[config.mk]
export PLATFORM = sky130hd
export DESIGN_NAME = pattern_rle_decompressor
export DESIGN_NICKNAME = d
export VERILOG_FILES = /design/src/rtl/core/prd_pkg.sv /design/src/rtl/core/prd_pattern_ram.sv /design/src/rtl/core/pattern_rle_decompressor.sv
export SDC_FILE = /design/constraint.sdc
export NUM_CORES = 2
export LEC_CHECK = 0
export BUFFER_PORTS_ARGS = -buffer_cell sky130_fd_sc_hd__buf_4
export CAP_MARGIN = 20
export CELL_PAD_IN_SITES_DETAIL_PLACEMENT = 1
export CELL_PAD_IN_SITES_GLOBAL_PLACEMENT = 2
export CORE_ASPECT_RATIO = 0.8
export CORE_MARGIN = 2
export CORE_UTILIZATION = 39
export DETAILED_ROUTE_END_ITERATION = 10
export PLACE_DENSITY_LB_ADDON = 0.1
export RECOVER_POWER = 50
export SYNTH_ARGS = -nofsm -noshare
export SYNTH_HDL_FRONTEND = slang
export SYNTH_SLANG_ARGS = --single-unit
[constraint.sdc]
create_clock -name clock -period 8.6 [get_ports clock]
set_clock_uncertainty 0.1 [all_clocks]
set_input_delay 0.86 -clock clock [delete_from_list [all_inputs] [get_ports clock]]
set_output_delay 0.86 -clock clock [all_outputs]
set_load 0.05 [all_outputs]
[src/rtl/core/prd_pkg.sv]
`default_nettype none
// ----------------------------------------------------------------------------
// prd_pkg
// Shared widths, defaults and the stage record of the pattern RLE decoder.
// ----------------------------------------------------------------------------
package prd_pkg;

   localparam int BYTE_W        = 8;
   localparam int PATTERN_DEPTH = 512;
   localparam int POS_W         = 9;
   localparam int REP_W         = 15;
   localparam int RUN_W         = 8;
   localparam int HDR_W         = 4;
   localparam int HDR_BYTES     = 8;

   localparam logic [BYTE_W-1:0] MODE_MASK  = 8'h80;
   localparam logic [BYTE_W-1:0] COUNT_MASK = 8'h7F;

   // one result on its way from the state update to the output register
   typedef struct packed {
      logic              out_valid;
      logic [BYTE_W-1:0] out_byte;
      logic              use_mem;
      logic              token_done;
      logic              more_pending;
      logic              misuse;
   } prd_result_type;

endpackage
`default_nettype wire

[src/rtl/core/prd_pattern_ram.sv]
`default_nettype none
// ----------------------------------------------------------------------------
// prd_pattern_ram
// Pattern byte store: one write port, one read port with registered data.
// ----------------------------------------------------------------------------
module prd_pattern_ram #(
   parameter int DEPTH = prd_pkg::PATTERN_DEPTH,
   parameter int AW    = $clog2(DEPTH)
) (
   input  wire logic                        clock,
   input  wire logic                        wr_en,
   input  wire logic [AW-1:0]               wr_addr,
   input  wire logic [prd_pkg::BYTE_W-1:0]  wr_data,
   input  wire logic                        rd_en,
   input  wire logic [AW-1:0]               rd_addr,
   output logic      [prd_pkg::BYTE_W-1:0]  rd_data
);

   logic [prd_pkg::BYTE_W-1:0] mem_ff [DEPTH];
   logic [prd_pkg::BYTE_W-1:0] rd_data_ff;

   always_ff @(posedge clock) begin
      if (wr_en) begin
         mem_ff[wr_addr] <= wr_data;
      end
   end

   // hold read data until the next read
   always_ff @(posedge clock) begin
      if (rd_en) begin
         rd_data_ff <= mem_ff[rd_addr];
      end
   end

   assign rd_data = rd_data_ff;

endmodule
`default_nettype wire

[src/rtl/core/pattern_rle_decompressor.sv]
`default_nettype none
// ----------------------------------------------------------------------------
// pattern_rle_decompressor
// Run-length decoder with literal and stored-pattern tokens; repeats after
// the first copy are drawn out by pull requests.
// ----------------------------------------------------------------------------
// Results: each result is held in stage one, then in the output register.
// Throughput: one request per cycle unless stalled; each request does at most
//   one RAM access (a write for a pattern byte, a read for a pattern pull).
// Reset: synchronous, active high; clears the parser, counters and pipeline,
//   sets skip_header to 1. The pattern store is not cleared: every entry is
//   written by a pattern token before any pull reads it.
// ----------------------------------------------------------------------------
module pattern_rle_decompressor #(
   parameter int PATTERN_DEPTH = prd_pkg::PATTERN_DEPTH
) (
   input  wire logic                        clock,
   input  wire logic                        reset,
   // request channel
   input  wire logic                        req_valid,
   output logic                             req_stall,
   input  wire logic                        req_type,
   input  wire logic [prd_pkg::BYTE_W-1:0]  req_in_byte,
   input  wire logic                        req_stream_end,
   // result channel
   output logic                             rsp_valid,
   input  wire logic                        rsp_stall,
   output logic                             rsp_out_valid,
   output logic      [prd_pkg::BYTE_W-1:0]  rsp_out_byte,
   output logic                             rsp_token_done,
   output logic                             rsp_more_pending,
   output logic                             rsp_misuse,
   // configuration
   input  wire logic                        csr_wr_en,
   input  wire logic                        csr_wr_data
);

   localparam int AW = $clog2(PATTERN_DEPTH);

   // parser phases
   localparam logic [2:0] PH_HEADER     = 3'd0;
   localparam logic [2:0] PH_TOKEN      = 3'd1;
   localparam logic [2:0] PH_LITVAL     = 3'd2;
   localparam logic [2:0] PH_PATLEN     = 3'd3;
   localparam logic [2:0] PH_PATDATA    = 3'd4;
   localparam logic [2:0] PH_REPEAT     = 3'd5;
   localparam logic [2:0] PH_REPEAT_END = 3'd6;

   // ------------------------------------------------------------------------
   // Decoder state. Scalars live in flops; pattern bytes live in the RAM.
   // ------------------------------------------------------------------------
   logic                          skip_hdr_ff;
   logic [2:0]                    phase_ff,   phase_in;
   logic [prd_pkg::HDR_W-1:0]     hdr_cnt_ff, hdr_cnt_in;
   logic [prd_pkg::RUN_W-1:0]     run_ff,     run_in;
   logic [prd_pkg::POS_W-1:0]     len_ff,     len_in;
   logic [prd_pkg::POS_W-1:0]     pos_ff,     pos_in;
   logic [prd_pkg::REP_W-1:0]     rep_ff,     rep_in;
   logic [prd_pkg::BYTE_W-1:0]    lit_ff,     lit_in;

   // pipeline: stage one waits on the RAM read, then the output register
   logic                          s1_valid_ff, s1_valid_in;
   prd_pkg::prd_result_type       s1_ff,       s1_in;
   logic                          rsp_valid_ff, rsp_valid_in;
   prd_pkg::prd_result_type       rsp_ff,       rsp_in;
   logic                          s1_adv;
   logic                          req_xfer;

   // RAM access for the current request
   logic                          ram_wr_en;
   logic                          ram_rd_en;
   logic [prd_pkg::BYTE_W-1:0]    ram_rd_data;

   // request decode helpers
   logic                          repeating;
   logic                          complete;
   logic [prd_pkg::HDR_W-1:0]     hdr_next;
   logic [prd_pkg::POS_W:0]       pos_inc;
   logic [prd_pkg::RUN_W-1:0]     run_less;
   logic [prd_pkg::RUN_W+prd_pkg::POS_W-1:0] rep_product;

   // Stage one moves on whenever the output register is free or drained this
   // cycle. A request transfers only if stage one has room, so the RAM read
   // data stays put while stage one holds.
   assign s1_adv    = !rsp_valid_ff || !rsp_stall;
   assign req_stall = s1_valid_ff && !s1_adv;
   assign req_xfer  = req_valid && !req_stall;

   assign repeating   = (phase_ff == PH_REPEAT) || (phase_ff == PH_REPEAT_END);
   assign hdr_next    = hdr_cnt_ff + 1'b1;
   assign pos_inc     = {1'b0, pos_ff} + 1'b1;
   assign run_less    = run_ff - 1'b1;
   // small multiply: count less one times pattern length
   assign rep_product = run_less * len_ff;

   // ------------------------------------------------------------------------
   // Per-request state update and result
   // ------------------------------------------------------------------------
   always_comb begin
      phase_in   = phase_ff;
      hdr_cnt_in = hdr_cnt_ff;
      run_in     = run_ff;
      len_in     = len_ff;
      pos_in     = pos_ff;
      rep_in     = rep_ff;
      lit_in     = lit_ff;
      ram_wr_en  = 1'b0;
      ram_rd_en  = 1'b0;
      complete   = 1'b0;
      s1_in      = '0;

      if (req_type) begin
         // pull: emit one repeat byte
         if (!repeating || (rep_ff == '0)) begin
            s1_in.misuse = 1'b1;
         end else begin
            s1_in.out_valid = 1'b1;
            if (len_ff == '0) begin
               s1_in.out_byte = lit_ff;
            end else begin
               s1_in.use_mem = 1'b1;
               ram_rd_en     = 1'b1;
               pos_in = (pos_inc >= {1'b0, len_ff}) ? '0 : pos_inc[prd_pkg::POS_W-1:0];
            end
            rep_in = rep_ff - 1'b1;
            if (rep_in == '0) begin
               s1_in.token_done = 1'b1;
               if (phase_ff == PH_REPEAT_END) begin
                  phase_in   = PH_HEADER;
                  hdr_cnt_in = '0;
               end else begin
                  phase_in = PH_TOKEN;
               end
            end
         end
      end else if (repeating) begin
         // data while repeats are pending: drop it
         s1_in.misuse = 1'b1;
      end else begin
         if ((phase_ff == PH_HEADER) && skip_hdr_ff) begin
            // skip the stream length bytes
            if (hdr_next >= prd_pkg::HDR_W'(prd_pkg::HDR_BYTES)) begin
               hdr_cnt_in = '0;
               phase_in   = PH_TOKEN;
               if (req_stream_end) begin
                  phase_in = PH_HEADER;
                  complete = 1'b1;
               end
            end else begin
               hdr_cnt_in = hdr_next;
            end
         end else if ((phase_ff == PH_HEADER) || (phase_ff == PH_TOKEN)) begin
            run_in   = (req_in_byte & prd_pkg::COUNT_MASK) + 1'b1;
            phase_in = ((req_in_byte & prd_pkg::MODE_MASK) != '0) ? PH_PATLEN : PH_LITVAL;
         end else if (phase_ff == PH_LITVAL) begin
            lit_in          = req_in_byte;
            len_in          = '0;
            s1_in.out_valid = 1'b1;
            s1_in.out_byte  = req_in_byte;
            complete        = 1'b1;
            if (run_ff > 1) begin
               rep_in   = prd_pkg::REP_W'(run_less);
               phase_in = req_stream_end ? PH_REPEAT_END : PH_REPEAT;
            end else begin
               s1_in.token_done = 1'b1;
               phase_in         = req_stream_end ? PH_HEADER : PH_TOKEN;
            end
         end else if (phase_ff == PH_PATLEN) begin
            len_in   = {1'b0, req_in_byte} + 2'd2;
            pos_in   = '0;
            phase_in = PH_PATDATA;
         end else begin
            // pattern byte: store and pass through
            ram_wr_en       = 1'b1;
            s1_in.out_valid = 1'b1;
            s1_in.out_byte  = req_in_byte;
            if (pos_inc[prd_pkg::POS_W-1:0] >= len_ff) begin
               pos_in   = '0;
               complete = 1'b1;
               if (run_ff > 1) begin
                  rep_in   = rep_product[prd_pkg::REP_W-1:0];
                  phase_in = req_stream_end ? PH_REPEAT_END : PH_REPEAT;
               end else begin
                  s1_in.token_done = 1'b1;
                  phase_in         = req_stream_end ? PH_HEADER : PH_TOKEN;
               end
            end else begin
               pos_in = pos_inc[prd_pkg::POS_W-1:0];
            end
         end

         // end of stream in the middle of a token: flag and restart
         if (req_stream_end && !complete) begin
            s1_in.misuse     = 1'b1;
            s1_in.token_done = 1'b0;
            phase_in         = PH_HEADER;
            hdr_cnt_in       = '0;
            rep_in           = '0;
         end
         if (req_stream_end && complete && (phase_in == PH_HEADER)) begin
            hdr_cnt_in = '0;
         end
      end

      s1_in.more_pending = ((phase_in == PH_REPEAT) || (phase_in == PH_REPEAT_END)) &&
                           (rep_in != '0);
   end

   always_ff @(posedge clock) begin
      if (reset) begin
         skip_hdr_ff <= 1'b1;
         phase_ff    <= PH_HEADER;
         hdr_cnt_ff  <= '0;
         run_ff      <= '0;
         len_ff      <= '0;
         pos_ff      <= '0;
         rep_ff      <= '0;
         lit_ff      <= '0;
      end else begin
         if (csr_wr_en) begin
            skip_hdr_ff <= csr_wr_data;
         end
         if (req_xfer) begin
            phase_ff   <= phase_in;
            hdr_cnt_ff <= hdr_cnt_in;
            run_ff     <= run_in;
            len_ff     <= len_in;
            pos_ff     <= pos_in;
            rep_ff     <= rep_in;
            lit_ff     <= lit_in;
         end
      end
   end

   // ------------------------------------------------------------------------
   // Pattern store. Writes and reads are addressed by the current position;
   // a pull always comes after the last write of its pattern, so no forwarding
   // is needed.
   // ------------------------------------------------------------------------
   prd_pattern_ram #(
      .DEPTH (PATTERN_DEPTH),
      .AW    (AW)
   ) u_pattern_ram (
      .clock   (clock),
      .wr_en   (req_xfer && ram_wr_en),
      .wr_addr (AW'(pos_ff)),
      .wr_data (req_in_byte),
      .rd_en   (req_xfer && ram_rd_en),
      .rd_addr (AW'(pos_ff)),
      .rd_data (ram_rd_data)
   );

   // ------------------------------------------------------------------------
   // Result pipeline: stage one, then the output register
   // ------------------------------------------------------------------------
   always_comb begin
      s1_valid_in = req_xfer ? 1'b1 : (s1_adv ? 1'b0 : s1_valid_ff);
      rsp_valid_in = s1_adv ? s1_valid_ff : rsp_valid_ff;
      rsp_in       = s1_ff;
      // merge the RAM read data for pattern pulls
      if (s1_ff.use_mem) begin
         rsp_in.out_byte = ram_rd_data;
      end
   end

   always_ff @(posedge clock) begin
      if (reset) begin
         s1_valid_ff  <= 1'b0;
         rsp_valid_ff <= 1'b0;
      end else begin
         s1_valid_ff  <= s1_valid_in;
         rsp_valid_ff <= rsp_valid_in;
      end
   end

   // payload: load on transfer or advance, hold otherwise
   always_ff @(posedge clock) begin
      if (req_xfer) begin
         s1_ff <= s1_in;
      end
      if (s1_adv && s1_valid_ff) begin
         rsp_ff <= rsp_in;
      end
   end

   assign rsp_valid        = rsp_valid_ff;
   assign rsp_out_valid    = rsp_ff.out_valid;
   assign rsp_out_byte     = rsp_ff.out_byte;
   assign rsp_token_done   = rsp_ff.token_done;
   assign rsp_more_pending = rsp_ff.more_pending;
   assign rsp_misuse       = rsp_ff.misuse;

endmodule
`default_nettype wire
# --- Word-level counts from Yosys, hierarchy flattened ---
# Memories as Yosys holds them, arrays and structs flattened. A register that Yosys moved wholly into a read port is not among the register bits.
# Index checks and enable logic that the tools add are counted.
op_classes:
  add_sub_neg: 6
  n_mul: 1
  div: 0
  magnitude_cmp: 4
  n_eq_ne: 15
  shift: 0
  mux: 95
  bitwise: 4
  n_reduce_logical: 36
ops:
  columns: ["operator", "n"]
  rows:
  - ["$mux W15", 11]
  - ["$mux W9", 18]
  - ["$mux W3", 14]
  - ["$mux W1", 39]
  - ["$mux W4", 9]
  - ["$logic_not A15 Y1", 2]
  - ["$reduce_and A6 Y1", 3]
  - ["$mux W8", 2]
  - ["$mul A8 B9 Y15", 1]
  - ["$reduce_bool A15 Y1", 1]
  - ["$sub A15 B1 Y15 const B", 1]
  - ["$eq A3 B3 Y1 const B", 4]
  - ["$ne A2 B2 Y1 const B", 6]
  - ["$mux W11", 1]
  - ["$add A9 B1 Y10 const B", 1]
  - ["$ge A10 B9 Y1", 1]
  - ["$logic_and A1 B1 Y1", 10]
  - ["$add A8 B2 Y9 const B", 1]
  - ["$ge A9 B9 Y1", 1]
  - ["$logic_not A9 Y1", 1]
  - ["$add A7 B1 Y8 const B", 1]
  - ["$gt A8 B1 Y1 const B", 1]
  - ["$sub A8 B1 Y8 const B", 1]
  - ["$reduce_and A7 Y1", 1]
  - ["14 further kinds", 30]
word_totals:
  register_bits: 84
  latch_bits: 0
  mem_bits_rw: 4096
  romBits: 0
  input_bits: 16
  memories: 1
memory_table:
  columns: ["memory", "depth", "word_bits", "read_ports", "rd_clocked_by_memory_dff", "wr", "line", "rtl"]
  rows:
  - ["u_pattern_ram.mem_ff", 512, 8, 1, 1, 1, "prd_pattern_ram.sv:19", "logic [prd_pkg::BYTE_W-1:0] mem_ff [DEPTH];"]

# --- Longest topological paths before layout ---
depth:
  word_depth: 19
  mapped_depth: 23

# --- Hierarchy ---
# From an unflattened synthesis, not the netlist that was laid out.
hier_totals:
  cells_unflattened: 8933
  area_unflattened_um2: 167563.2
by_module_without_submodules:
  columns: ["module", "instances", "cells_each", "area_per_inst_um2", "seq_area_each_um2"]
  rows:
  - ["prd_pattern_ram", 1, 8030, 160007.2, 123238.2]
  - ["pattern_rle_decompressor", 1, 903, 7556.0, 1931.9]

# --- Least setup slack after synthesis ---
# OpenSTA, ideal clock, no wires.
synth_timing:
  path_type: "reg-to-reg"
  startpoint: "reg run_ff[3] (netlist bit)"
  endpoint: "reg s1_ff, in the netlist rsp_in[1], data pin"
  setup_time_ns: 0.261
  arrival_ns: 5.699
  t_required_ns: 8.239
  slack_ns: 2.540
  stages_incl_launch_ff: 20
  synth_period_minus_slack_ns: 6.060
  cell_sequence: "dfxtp_1 > or4_1 > or4_1 > xnor2_1 > nand2_1 > fa_1 > fa_1 > inv_1 > fa_1 > fa_1 > ha_1 > or2_2 > or3_1 > a31oi_1 > xor2_1 > nor4_1 > a311o_1 > nor4_1 > nand4_1 > o311a_1"
synth_rtl:
  columns: ["item", "line", "rtl"]
  rows:
  - ["start: declaration", "pattern_rle_decompressor.sv:55", "logic [prd_pkg::RUN_W-1:0] run_ff, run_in;"]
  - ["start signal: assignment", "pattern_rle_decompressor.sv:226", "run_ff <= run_in;"]
  - ["end signal: assignment", "pattern_rle_decompressor.sv:279", "s1_ff <= s1_in;"]
  - ["end: declaration", "pattern_rle_decompressor.sv:63", "prd_pkg::prd_result_type s1_ff, s1_in;"]

# --- Worst setup path after layout ---
layout_timing:
  startpoint: "in req_in_byte[5] (netlist bit)"
  endpoint: "mem u_pattern_ram.mem_ff[193][5] (netlist bit), data pin"
layout_rtl:
  columns: ["item", "line", "rtl"]
  rows:
  - ["start: declaration", "pattern_rle_decompressor.sv:23", "input wire logic [prd_pkg::BYTE_W-1:0] req_in_byte,"]
  - ["end: declaration", "prd_pattern_ram.sv:19", null]
# Straight into the memory's write port.

==> impl_metrics.yaml <==
grt:
  grt_remaining_overflow: 0
  track_usage_pct: 21.9
  grt_pass1_wl_um: 669000
  grt_pass1_vias: 81700
  grt_max_degree: 177
  antenna_found_initial: 49
synthesis:
  async_flop_share_pct: 0
  syn_avg_cell_area_um2: 22.2
  ys.warnings.count: 0
  seq_area_frac_synth_pct: 75.6
  yosys_register_bits: 4188
  dominantRegCellSynth: "edfxtp_1"
  synthCells: 7445
  synth_area_um2: 166000
  ys_types: 70
  syn-num-nets: 7553
  synth_edf_count: 4129
placed_design:
  gp_congestion: 0.754
  dp_hpwl_um: 284000
  numPortBuffers: 29
die:
  dieArea_um2: 430000
  fp-row-count: 214
  core_area_um2: 424000
  die-width_um: 733
  die_h_um: 587
  initial_core_util_pct: 39.1
  ios: 30
setup_path:
  reg2reg_setup_slack_ps: 1490
  crit-reg2reg-capture: "rsp_in[1]$_DFFE_PP_"
  critical_path_class: "input port to flop"
  worstSetupEndpointType: "flop"
  worstSetupPathDepth: 2
  cp.arrival_ps: 7560
  crit_path_end: "u_pattern_ram.mem_ff[193][5]$_DFFE_PP_"
  rr_worst_depth: 20
  cp-start-kind: "input port"
  crit_family: "buffers and inverters"
  crit_chain: "clkbuf_1, clkbuf_1"
  crit_path_frequent_cell: "clkbuf_1"
  cp_max_fo: 92
  critPathSlowestCell: "clkbuf_1"
  required_ps: 8810
  crit_buf_inv: 2
  startpoint: "req_in_byte[5]"
  max_stage_delay_ps: 4040
  regToRegStartpoint: "run_ff[0]$_SDFFE_PP0P_"
power_and_ir_drop:
  vdd_drop_max_mv: 0.187
  powerDensity_nw_per_um2: 225
  total_power_mw: 41.8
  power.leakage_nw: 55.1
finish:
  final_common_cell: "edfxtp_1"
  post-route-util_pct: 43.9
  final_cell_mix: "edfxtp_1 (4,129), mux4_2 (1,327), nor2_1 (633), clkbuf_16 (440), clkbuf_1 (123)"
  area_growth_syn_to_layout_pct: 12.5
  drive_gt1_share_pct: 26.8
  fillCellCount: 38300
  final_net_count: 7741
drt:
  postRouteAntennaNets: 0
  wl_um: 474000
  vias: 77900
  vias_per_cell: 5.72
  dr.pass1.iters: 5
  wl_per_cell_um: 34.8
  drc: 0
  drtIter0Drc: 8217
clock_tree:
  clock-root-buffer: "clkbuf_16"
  cts_buffer_depth: 4
  clock-sinks: 4188
  cts_tree: "built"
  clock_latency_ps: 1040
  clk_pin_slew_ps: 60
  cts_made_buffers: 431
  holdBufCountCts: 4
  htree_levels: 5
  cts_resized: 0
  cts_setup_buffers: 0
timing:
  finalHoldViolations: 0
  rsz0062_at_grt: "no"
  fin_setup_tns_ps: 0
  maxSlewViolCount: 3436
  setup_viol: 0
  period_needed_ps: 7350
  fmax_mhz: 136
  slew_headroom_pct: -329
  period_share_pct: 85.5
  tightest_slew_ps: 6430
run:
  max_cap_viol_count: 46
worst_hold_path:
  hp-class: "input port to flop"
status:
  violations: "max-capacitance violations, max-slew violations"
  status: "finished with violations"
## state kept, by name, summed over array words and instances (netlist names), 8 cells and up
name and count:
len_ff 9, lit_ff 8, pos_ff 9, rep_ff 15, rsp_out_byte 8, run_ff 8, s1_ff 8, u_pattern_ram.mem_ff 4096
u_pattern_ram.rd_data 8
## how the worst min path moves through the flow
stage,slack [ps],from,cells after the start,to
3_3_place_gp,330,rsp_in[2]$_DFFE_PP_,0,rsp_token_done$_DFFE_PP_
5_1_grt,230,req_stream_end,4,hdr_cnt_ff[0]$_SDFFE_PP0P_
2_1_floorplan,300,rsp_in[0]$_DFFE_PP_,0,rsp_misuse$_DFFE_PP_
3_5_place_dp,310,rsp_in[2]$_DFFE_PP_,0,rsp_token_done$_DFFE_PP_
6_report,270,req_stream_end,4,hdr_cnt_ff[0]$_SDFFE_PP0P_
4_1_cts,30,req_in_byte[7],1,u_pattern_ram.mem_ff[426][7]$_DFFE_PP_
## report_power, final
part	internal, mW	leakage, nW	total (mW)	switching (mW)
Sequential	22.5	37.6	22.5	0.0183
Clock	10.7	6.78	18.7	8.06
Combinational	0.0821	10.7	0.602	0.520
Total	33.2	55.1	41.8	8.60
## metal layers
layer	vias to the layer above	track usage, %	part of all wire (%)
met5	-	0	0
met4	0	3.73	1.7
met3	473	3.51	6.0
met2	2238	33.8	46
met1	43500	33.4	46
li1	31600	-	-
## cell type report
type                    instances  area, um^2  area share [%]
flip-flops and latches       4188      125000            67.2
inverters                      85         319           0.171
well taps                    5616        7030            3.77
clock buffers                 518       11300            6.07
clock inverters               267        2540            1.36
diodes                          9        22.5          0.0121
multi-input cells            2727       38200            20.5
repair buffers                200        1690           0.906
## synth_stat cells (11+ instances only)
cell	number	area (um^2)
nand2b_1	21	131
buf_1	37	139
edfxtp_1	4129	124000
nand4_1	12	75.1
xnor2_1	27	236
inv_1	84	315
buf_6	29	327
a21oi_1	65	325
a31oi_1	13	81.3
nor2b_1	13	81.3
a211oi_1	16	120
xor2_1	21	184
nand3_1	62	310
clkbuf_1	236	886
a22o_1	16	140
ha_1	51	638
and2_1	18	113
nand2_1	136	510
nor3_1	31	155
buf_2	104	521
nor4_1	11	68.8
mux2i_1	31	310
mux4_2	1327	29900
o21ai_0	30	150
fa_1	41	821
mux2_2	18	203
a22oi_1	22	165
a21o_1	12	90.1
nor2_1	636	2390
buf_4	39	293
dfxtp_1	59	1180
## per-stage QoR
stage | setup WS, ps | hold WS (ps) | std cells | instance area, um^2
global route | 673 | 235 | 13600 | 186000
global placement | 1660 | 325 | 12800 | 173000
CTS | 1590 | 34.5 | 13600 | 187000
detailed placement | 1610 | 312 | 12800 | 173000
floorplan | 2540 | 300 | 7445 | 166000
finish | 1250 | 269 | 13600 | 186000
## logic make-up after synthesis
group                    after synthesis  share of synthesized area (%)
AO/OA/AOI/OAI                        234                          0.953
XOR/XNOR                              48                          0.254
adder cells (fa/ha/maj)               92                          0.881
buffers and inverters                530                           1.50
flip-flops                          4188                           75.6
multiplexers                        1376                           18.4
AND/OR/NAND/NOR                      977                           2.48
No activity file was read; power rests on OpenSTA's default activity.
